`config.mk`:
```
export PLATFORM = sky130hd
export DESIGN_NAME = log_time_bucket_wheel
export DESIGN_NICKNAME = d
export VERILOG_FILES = /design/src/rtl/core/ltbw_pkg.sv /design/src/rtl/core/ltbw_index.sv /design/src/rtl/core/ltbw_map.sv /design/src/rtl/core/log_time_bucket_wheel.sv
export SDC_FILE = /design/constraint.sdc
export NUM_CORES = 1
export LEC_CHECK = 0
export BUFFER_PORTS_ARGS = -buffer_cell sky130_fd_sc_hd__buf_2
export CORE_UTILIZATION = 45
export DETAILED_ROUTE_END_ITERATION = 10
export GPL_ROUTABILITY_DRIVEN = 0
export RECOVER_POWER = 50
export SETUP_SLACK_MARGIN = 0.02
export SLEW_MARGIN = 20
export SYNTH_ARGS = -nofsm -noshare
export SYNTH_HDL_FRONTEND = slang
export SYNTH_SLANG_ARGS = --single-unit
```
`constraint.sdc`:
```
create_clock -name clk -period 7.2 [get_ports clk]
set_input_delay 1.08 -clock clk [delete_from_list [all_inputs] [get_ports clk]]
set_output_delay 1.08 -clock clk [all_outputs]
set_load 0.05 [all_outputs]
```
`src/rtl/core/ltbw_pkg.sv`:
```
// types and constants shared by the log time bucket wheel modules
`timescale 1ns / 1ps

package ltbw_pkg;

	localparam int BucketsPerGroup = 8;
	localparam int GroupCount      = 8;
	localparam int TimeBits        = 48;
	localparam int NumBuckets      = BucketsPerGroup * GroupCount;

	// field widths
	localparam int BucketW = 7;
	localparam int LogW    = 6;
	localparam int GroupW  = $clog2(GroupCount);

	// distance from the base at which the last group ends
	localparam int DeltaLimit = ((1 << GroupCount) - 1) * BucketsPerGroup;
	localparam int DeltaW     = $clog2(DeltaLimit);

	// bucket code for a block group with no predicted request
	localparam logic [BucketW-1:0] NotRequested = BucketW'(NumBuckets);

	// packed stream widths
	localparam int InDataW  = ((TimeBits + 1 + 7) / 8) * 8;
	localparam int OutDataW = ((BucketW + LogW + 1 + 1 + LogW + LogW + 7) / 8) * 8;

	typedef enum logic {
		ModeLookup = 1'b0,
		ModeShift  = 1'b1
	} mode_t;

	// rotation request from the top level to the bucket map
	typedef struct packed {
		logic              en;
		logic [GroupW-1:0] last_group;
	} rot_req_t;

endpackage

```
`src/rtl/core/ltbw_index.sv`:
```
// log-scale time to logical bucket index
`timescale 1ns / 1ps

module ltbw_index
	import ltbw_pkg::*;
(
	input  logic [TimeBits-1:0] time_slice,
	input  logic [TimeBits-1:0] base_slice,
	output logic [LogW-1:0]     logical_index,
	output logic                out_of_range
);

	logic                  after_base;
	logic [TimeBits-1:0]   delta;
	logic                  far;
	logic [DeltaW-1:0]     delta_lo;
	logic [GroupCount-1:0] q_plus1;
	logic [GroupW-1:0]     grp;
	logic [DeltaW-1:0]     grp_start;
	logic [DeltaW-1:0]     offset;

	always_comb begin
		after_base = time_slice > base_slice;
		delta      = time_slice - base_slice;
		far        = delta >= TimeBits'(DeltaLimit);
		delta_lo   = delta[DeltaW-1:0];
		q_plus1    = GroupCount'(delta_lo / BucketsPerGroup) + GroupCount'(1);

		// group is the position of the leading one of q + 1
		grp = '0;
		for (int k = 0; k < GroupCount; k++) begin
			if (q_plus1[k]) begin
				grp = GroupW'(k);
			end
		end

		grp_start = DeltaW'(((1 << grp) - 1) * BucketsPerGroup);
		offset    = (delta_lo - grp_start) >> grp;

		if (!after_base) begin
			logical_index = '0;
			out_of_range  = 1'b0;
		end else if (far) begin
			logical_index = '0;
			out_of_range  = 1'b1;
		end else begin
			logical_index = LogW'(int'(grp) * BucketsPerGroup) + LogW'(offset);
			out_of_range  = 1'b0;
		end
	end

endmodule

```
`src/rtl/core/ltbw_map.sv`:
```
// logical to physical bucket map with prefix rotation
`timescale 1ns / 1ps

module ltbw_map
	import ltbw_pkg::*;
(
	input  logic            clk,
	input  logic            arst_n,
	input  rot_req_t        rot,
	input  logic [LogW-1:0] rd_addr,
	output logic [LogW-1:0] rd_data,
	output logic [LogW-1:0] head,
	output logic [LogW-1:0] next
);

	logic [LogW-1:0] map_q [NumBuckets];

	assign rd_data = map_q[rd_addr];
	assign head    = map_q[0];
	assign next    = map_q[(NumBuckets > 1) ? 1 : 0];

	always_ff @(posedge clk or negedge arst_n) begin
		if (!arst_n) begin
			for (int i = 0; i < NumBuckets; i++) begin
				map_q[i] <= LogW'(i);
			end
		end else if (rot.en) begin
			for (int i = 0; i < NumBuckets; i++) begin
				if ((i / BucketsPerGroup) <= int'(rot.last_group)) begin
					// old first bucket goes to the end of the prefix
					if (i == (int'(rot.last_group) + 1) * BucketsPerGroup - 1) begin
						map_q[i] <= map_q[0];
					end else begin
						map_q[i] <= map_q[(i + 1) % NumBuckets];
					end
				end
			end
		end
	end

endmodule

```
`src/rtl/core/log_time_bucket_wheel.sv`:
```
// top level of the log time bucket wheel
`timescale 1ns / 1ps

// Maps a predicted access time slice to a priority bucket on a log-scale timing
// wheel of 8 groups of 8 buckets, each group twice as wide in time as the one
// before. A lookup transfer (tuser = 0) returns the physical bucket that holds
// the time, bucket 64 for a group with no request or a time beyond the last
// group, and bucket of logical 0 for a time at or before the base slice. A shift
// transfer (tuser = 1) advances the base slice by one when it lies below the
// given slice, rotates the affected prefix of groups by one place and reports
// which physical bucket merges into which, and whether more shifts are needed;
// the result carries tuser = 1 only when the base really moved. One transfer is
// taken every cycle while the result side keeps up: the item sits in an input
// register, the index math and the map rotation are worked out from the current
// state, and the result lands in an output register, from which it transfers
// whenever m_tready is high. A stall on the result side holds the input
// register and then drops s_tready. After reset the map is the identity and
// the base is zero.
module log_time_bucket_wheel
	import ltbw_pkg::*;
(
	input  logic                clk,
	input  logic                arst_n,
	// input stream
	input  logic                s_tvalid,
	output logic                s_tready,
	input  logic [InDataW-1:0]  s_tdata,   // time_slice[47:0], requested[48], zero fill
	input  logic                s_tuser,   // mode: 0 lookup, 1 shift
	// result stream
	output logic                m_tvalid,
	input  logic                m_tready,
	output logic [OutDataW-1:0] m_tdata,   // bucket_id[6:0], logical_index[12:7],
	                                       // out_of_range[13], more_pending[14],
	                                       // merge_from[20:15], merge_into[26:21], zero fill
	output logic                m_tuser    // did_shift
);

	// input register
	logic                valid_s1;
	mode_t               mode_s1;
	logic [TimeBits-1:0] time_s1;
	logic                req_s1;

	// result register
	logic                out_valid_q;
	logic [BucketW-1:0]  bucket_q;
	logic [LogW-1:0]     logical_q;
	logic                oor_q;
	logic                did_shift_q;
	logic                more_q;
	logic [LogW-1:0]     from_q;
	logic [LogW-1:0]     into_q;

	// wheel state
	logic [TimeBits-1:0] base_q;

	logic                advance;
	logic                fire;
	logic [LogW-1:0]     li;
	logic                oor;
	logic [LogW-1:0]     map_rd;
	logic [LogW-1:0]     map_head;
	logic [LogW-1:0]     map_next;
	logic                shift_go;
	logic [TimeBits-1:0] next_base;
	logic [GroupW-1:0]   last_group;
	logic                low_zero;
	rot_req_t            rot;

	// the input register moves whenever the result register is free or emptying
	assign advance  = !out_valid_q || m_tready;
	assign s_tready = !valid_s1 || advance;
	assign fire     = valid_s1 && advance;

	always_ff @(posedge clk or negedge arst_n) begin
		if (!arst_n) begin
			valid_s1 <= 1'b0;
		end else if (s_tready) begin
			valid_s1 <= s_tvalid;
		end
	end

	always_ff @(posedge clk) begin
		if (s_tready && s_tvalid) begin
			mode_s1 <= mode_t'(s_tuser);
			time_s1 <= s_tdata[TimeBits-1:0];
			req_s1  <= s_tdata[TimeBits];
		end
	end

	ltbw_index u_index (
		.time_slice    (time_s1),
		.base_slice    (base_q),
		.logical_index (li),
		.out_of_range  (oor)
	);

	// shift decision and length of the rotated prefix
	always_comb begin
		shift_go   = (mode_s1 == ModeShift) && (time_s1 > base_q);
		next_base  = base_q + TimeBits'(1);
		last_group = '0;
		low_zero   = 1'b1;
		for (int k = 1; k < GroupCount; k++) begin
			low_zero = low_zero && !next_base[k-1];
			if (low_zero) begin
				last_group = GroupW'(k);
			end
		end
		rot.en         = fire && shift_go;
		rot.last_group = last_group;
	end

	ltbw_map u_map (
		.clk     (clk),
		.arst_n  (arst_n),
		.rot     (rot),
		.rd_addr (li),
		.rd_data (map_rd),
		.head    (map_head),
		.next    (map_next)
	);

	always_ff @(posedge clk or negedge arst_n) begin
		if (!arst_n) begin
			base_q <= '0;
		end else if (rot.en) begin
			base_q <= next_base;
		end
	end

	always_ff @(posedge clk or negedge arst_n) begin
		if (!arst_n) begin
			out_valid_q <= 1'b0;
		end else if (advance) begin
			out_valid_q <= valid_s1;
		end
	end

	// result payload
	always_ff @(posedge clk) begin
		if (fire) begin
			bucket_q    <= '0;
			logical_q   <= '0;
			oor_q       <= 1'b0;
			did_shift_q <= 1'b0;
			more_q      <= 1'b0;
			from_q      <= '0;
			into_q      <= '0;
			if (mode_s1 == ModeLookup) begin
				if (!req_s1) begin
					bucket_q <= NotRequested;
				end else if (oor) begin
					bucket_q <= NotRequested;
					oor_q    <= 1'b1;
				end else begin
					bucket_q  <= BucketW'(map_rd);
					logical_q <= li;
				end
			end else if (shift_go) begin
				did_shift_q <= 1'b1;
				more_q      <= next_base < time_s1;
				from_q      <= map_head;
				into_q      <= map_next;
			end
		end
	end

	assign m_tvalid = out_valid_q;
	assign m_tuser  = did_shift_q;
	assign m_tdata  = OutDataW'({into_q, from_q, more_q, oor_q, logical_q, bucket_q});

endmodule

```
==> flow_summary_export.csv <==
group,metric,value,unit
timing,finClkSkew,0.0652,ns
setup_path,r2r_slack,0.08,ns
global_routing,antenna_found_initial,1,
route,drc_errors,0,
clock_tree,cts_root_buf,"clkbuf_16",
yosys,yosysSeqAreaShare,45.0,%
setup_path,r2r_start,"time_s1[0]$_DFFE_PP_",
timing,fmax,0.140,GHz
job,max_cap_violations,4,
setup_path,slowest_delay,0.44,ns
timing,worstMarginPinSlew,4.11,ns
route,met3_wirelength,4.05,mm
route,wirelength,80.5,mm
power,finalPower,7.30,mW
route,vias,22695,
route,drtIter0Drc,1759,
route,via_per_inst,5.88,
timing,final-hold-violation-count,0,
route,topRoutingLayerUsed,"met4",
layout,drive_gt1_share,31.0,%
setup_path,required,7.60,ns
timing,period_minus_slack,7.12,ns
place,portBuffers,83,
floorplan,die-area,67500,µm²
clock_tree,cts_tree,"yes",
global_routing,grt_pass1_vias,22733,
setup_path,startpoint_type,"flip-flop",
layout,layout.cells.most_common,"mux2_2",
yosys,synth_top_area_share,20.3,%
clock_tree,clk_pin_slew,0.07,ns
setup_path,worst-setup-path-type,"reg -> reg",
route,met2_length,36.3,mm
global_routing,grt_pass1_wl,127,mm
clock_tree,clkLatencyLatePin,0.66,ns
floorplan,fp-row-count,94,
global_routing,grt_max_degree,122,
floorplan,io_pins,96,
setup_path,slowest_stage,"fa_1",
yosys,synth_seq_cells,512,
setup_path,cp.arrival,7.52,ns
yosys,synth.avg_cell_area,10.5,µm²
timing,max_slew_margin,-174,%
clock_tree,cts_buffers,55,
status,violations,"max-capacitance violations, max-slew violations",
power,power-per-cell-area,215,nW/µm²
clock_tree,h-tree-depth,2,
setup_path,cp-end-kind,"flip-flop",
layout,final_nets,3126,
global_routing,track_usage,23.6,%
setup_path,regToRegEndpoint,"bucket_q[4]$_SDFFCE_PP0P_",
clock_tree,cts_hold_buf,0,
yosys,synthTopCellsByArea,"dfrtp_1 (20%), dfstp_2 (17%), mux2_2 (12%)",
worst_hold_path,min_path_cells,2,
yosys,async_flop_share,84.8,%
route,post_drt_wl_per_cell,20.8,µm
power,cellLeakagePower,14.8,nW
floorplan,coreArea,65700,µm²
yosys,synth_edf_count,78,
route,first_pass_iters,6,
floorplan,die_x,260,µm
layout,final_cell_mix,"mux2_2 (306), nand2_1 (305), dfrtp_1 (242), dfstp_2 (192), nor2_1 (152)",
clock_tree,cts_buffer_depth,3,
yosys,synth.distinct_cells,106,
yosys,syn_inst,2844,
clock_tree,cts.sinks,512,
layout,n_antenna_cell,0,
layout,syn_to_final_growth,13.9,%
status,outcome,"finished, violations left",
power,max-vdd-ir-drop,218,µV
route,antenna_left,0,
layout,fin_util,51.8,%
timing,setup_viol,0,
worst_hold_path,min_from,"u_map.map_q[338]$_DFFE_PN1P_",
yosys,syn-cell-area,29900,µm²
setup_path,cp_max_fo,6,
route,drt-met1-wl,37.8,mm
timing,fin_setup_tns,0,ns
place,dp_hpwl,55.7,mm
timing,fin_crit_sh,98.9,%
yosys,synthFlopType,"dfrtp_1",
floorplan,initial_core_util,45.5,%
timing,finalMaxSlewViolations,223,
floorplan,dieHeight,260,µm
worst_hold_path,hold_end,"u_map.map_q[344]$_DFFE_PN1P_",
global_routing,grt_overflow,0,
yosys,yosys_warnings,0,
worst_hold_path,hp-class,"reg -> reg",
yosys,synth_top_area_cell,"dfrtp_1",
setup_path,reg2regPathDepth,35,
critical path, delay by kind of cell (launching register included):
kind / cells / cell delay (ns)
AO/OA/AOI/OAI: 12 / 2.18
adder cells (fa/ha/maj): 6 / 1.70
AND/OR/NAND/NOR: 9 / 1.44
XOR/XNOR: 2 / 0.52
buffers and inverters: 5 / 0.47
flip-flops: 1 / 0.35
multiplexers: 1 / 0.23
sequential cells by signal, indices dropped and copies added (netlist names):
register,cells
u_map.next,6
m_tvalid,1
time_s1,48
u_map.head,6
valid_s1,1
from_q,6
logical_q,6
oor_q,1
req_s1,1
more_q,1
u_map.map_q,372
into_q,6
mode_s1,1
bucket_q,7
m_tuser,1
base_q,48
kinds of logic after synthesis:
family / count (synthesis) / synth area share (%)
buffers and inverters: 281 / 4.05
DFF: 512 / 45.0
other: 1 / 0.0125
xor gates and xnor gates: 125 / 3.66
muxes: 445 / 16.3
and+or+nand+nor: 753 / 12.1
adders and majority gates: 114 / 4.85
AOI/OAI and AO/OA: 613 / 14.1
layout make-up:
type | instances | area [µm²]
timing repair buffer | 201 | 1400
clock inverter | 33 | 324
inverter | 126 | 475
multi-input combinational | 2055 | 15800
clock buffer | 71 | 1520
tap | 864 | 1080
fill | 5924 | 31700
sequential | 512 | 13400
report_power, final:
part | total [mW] | leakage (nW) | internal [mW] | switching, mW
Combinational | 1.39 | 7.92 | 0.515 | 0.875
Sequential | 3.06 | 6.00 | 3.02 | 0.0443
Clock | 2.85 | 0.895 | 1.61 | 1.24
metrics by stage:
stage | setup WS [ns] | instances | hold slack, ns | instance area [µm²]
3_3_place_gp | -0.102 | 3736 | 0.446 | 31500
5_1_grt | -0.181 | 3862 | 0.453 | 34000
6_report | 0.0816 | 3862 | 0.441 | 34000
3_5_place_dp | -0.275 | 3736 | 0.458 | 31500
2_1_floorplan | 0.474 | 2848 | 0.440 | 29900
4_1_cts | 0.00222 | 3841 | 0.384 | 33400
synthesized netlist by cell type (7+ instances only):
library cell / instances
buf_6: 7
o2bb2ai_1: 11
a211o_1: 8
nand4_1: 38
mux2i_1: 122
xor2_1: 22
o21ai_1: 25
a21oi_1: 134
nor2_1: 158
dfstp_2: 192
o21ai_0: 87
o22ai_1: 72
clkbuf_1: 87
o221ai_1: 12
buf_2: 38
o211ai_1: 17
nor4_1: 8
mux2_2: 306
edfxtp_1: 78
xnor2_1: 103
a221oi_1: 13
ha_1: 111
mux2_1: 16
and2_1: 12
buf_4: 14
nor3_1: 44
nand3_1: 45
o21a_1: 24
inv_2: 7
dfrtp_1: 242
buf_1: 9
o32ai_1: 7
nand2b_1: 23
a211oi_1: 45
nor2b_1: 16
nand2_1: 316
o22a_1: 16
a21o_1: 32
o31ai_1: 10
o21bai_1: 8
and3_1: 30
or3_1: 7
a31oi_1: 8
inv_1: 118
worst max path at each step:
stage / from / end / slack, ns / depth (start not counted)
final: time_s1[0]$_DFFE_PP_ / bucket_q[4]$_SDFFCE_PP0P_ / 0.08 / 35
after global routing: time_s1[0]$_DFFE_PP_ / bucket_q[1]$_SDFFCE_PP0P_ / -0.18 / 38
after CTS: time_s1[0]$_DFFE_PP_ / bucket_q[1]$_SDFFCE_PP0P_ / 0.002 / 37
after detailed placement: time_s1[0]$_DFFE_PP_ / bucket_q[1]$_SDFFCE_PP0P_ / -0.28 / 37
after global placement: time_s1[0]$_DFFE_PP_ / bucket_q[1]$_SDFFCE_PP0P_ / -0.10 / 36
after floorplan: base_q[0]$_DFFE_PN0P_ / bucket_q[0]$_SDFFCE_PP0P_ / 0.47 / 33
what timing repair did:
action	4_1_cts	5_1_grt
endpoints found under the setup margin	6	6
gates resized for setup	9	94
pin swaps	1	24
buffers inserted	1	18
cloned	0	3
per-layer routing:
| metal | up-vias | track usage (%) |
|---|---|---|
| li1 | 10526 | - |
| met1 | 11416 | 33.6 |
| met2 | 628 | 37.0 |
| met3 | 125 | 3.27 |
| met4 | 0 | 7.52 |
| met5 | - | 0 |
No activity file was read; power rests on OpenSTA's default activity.
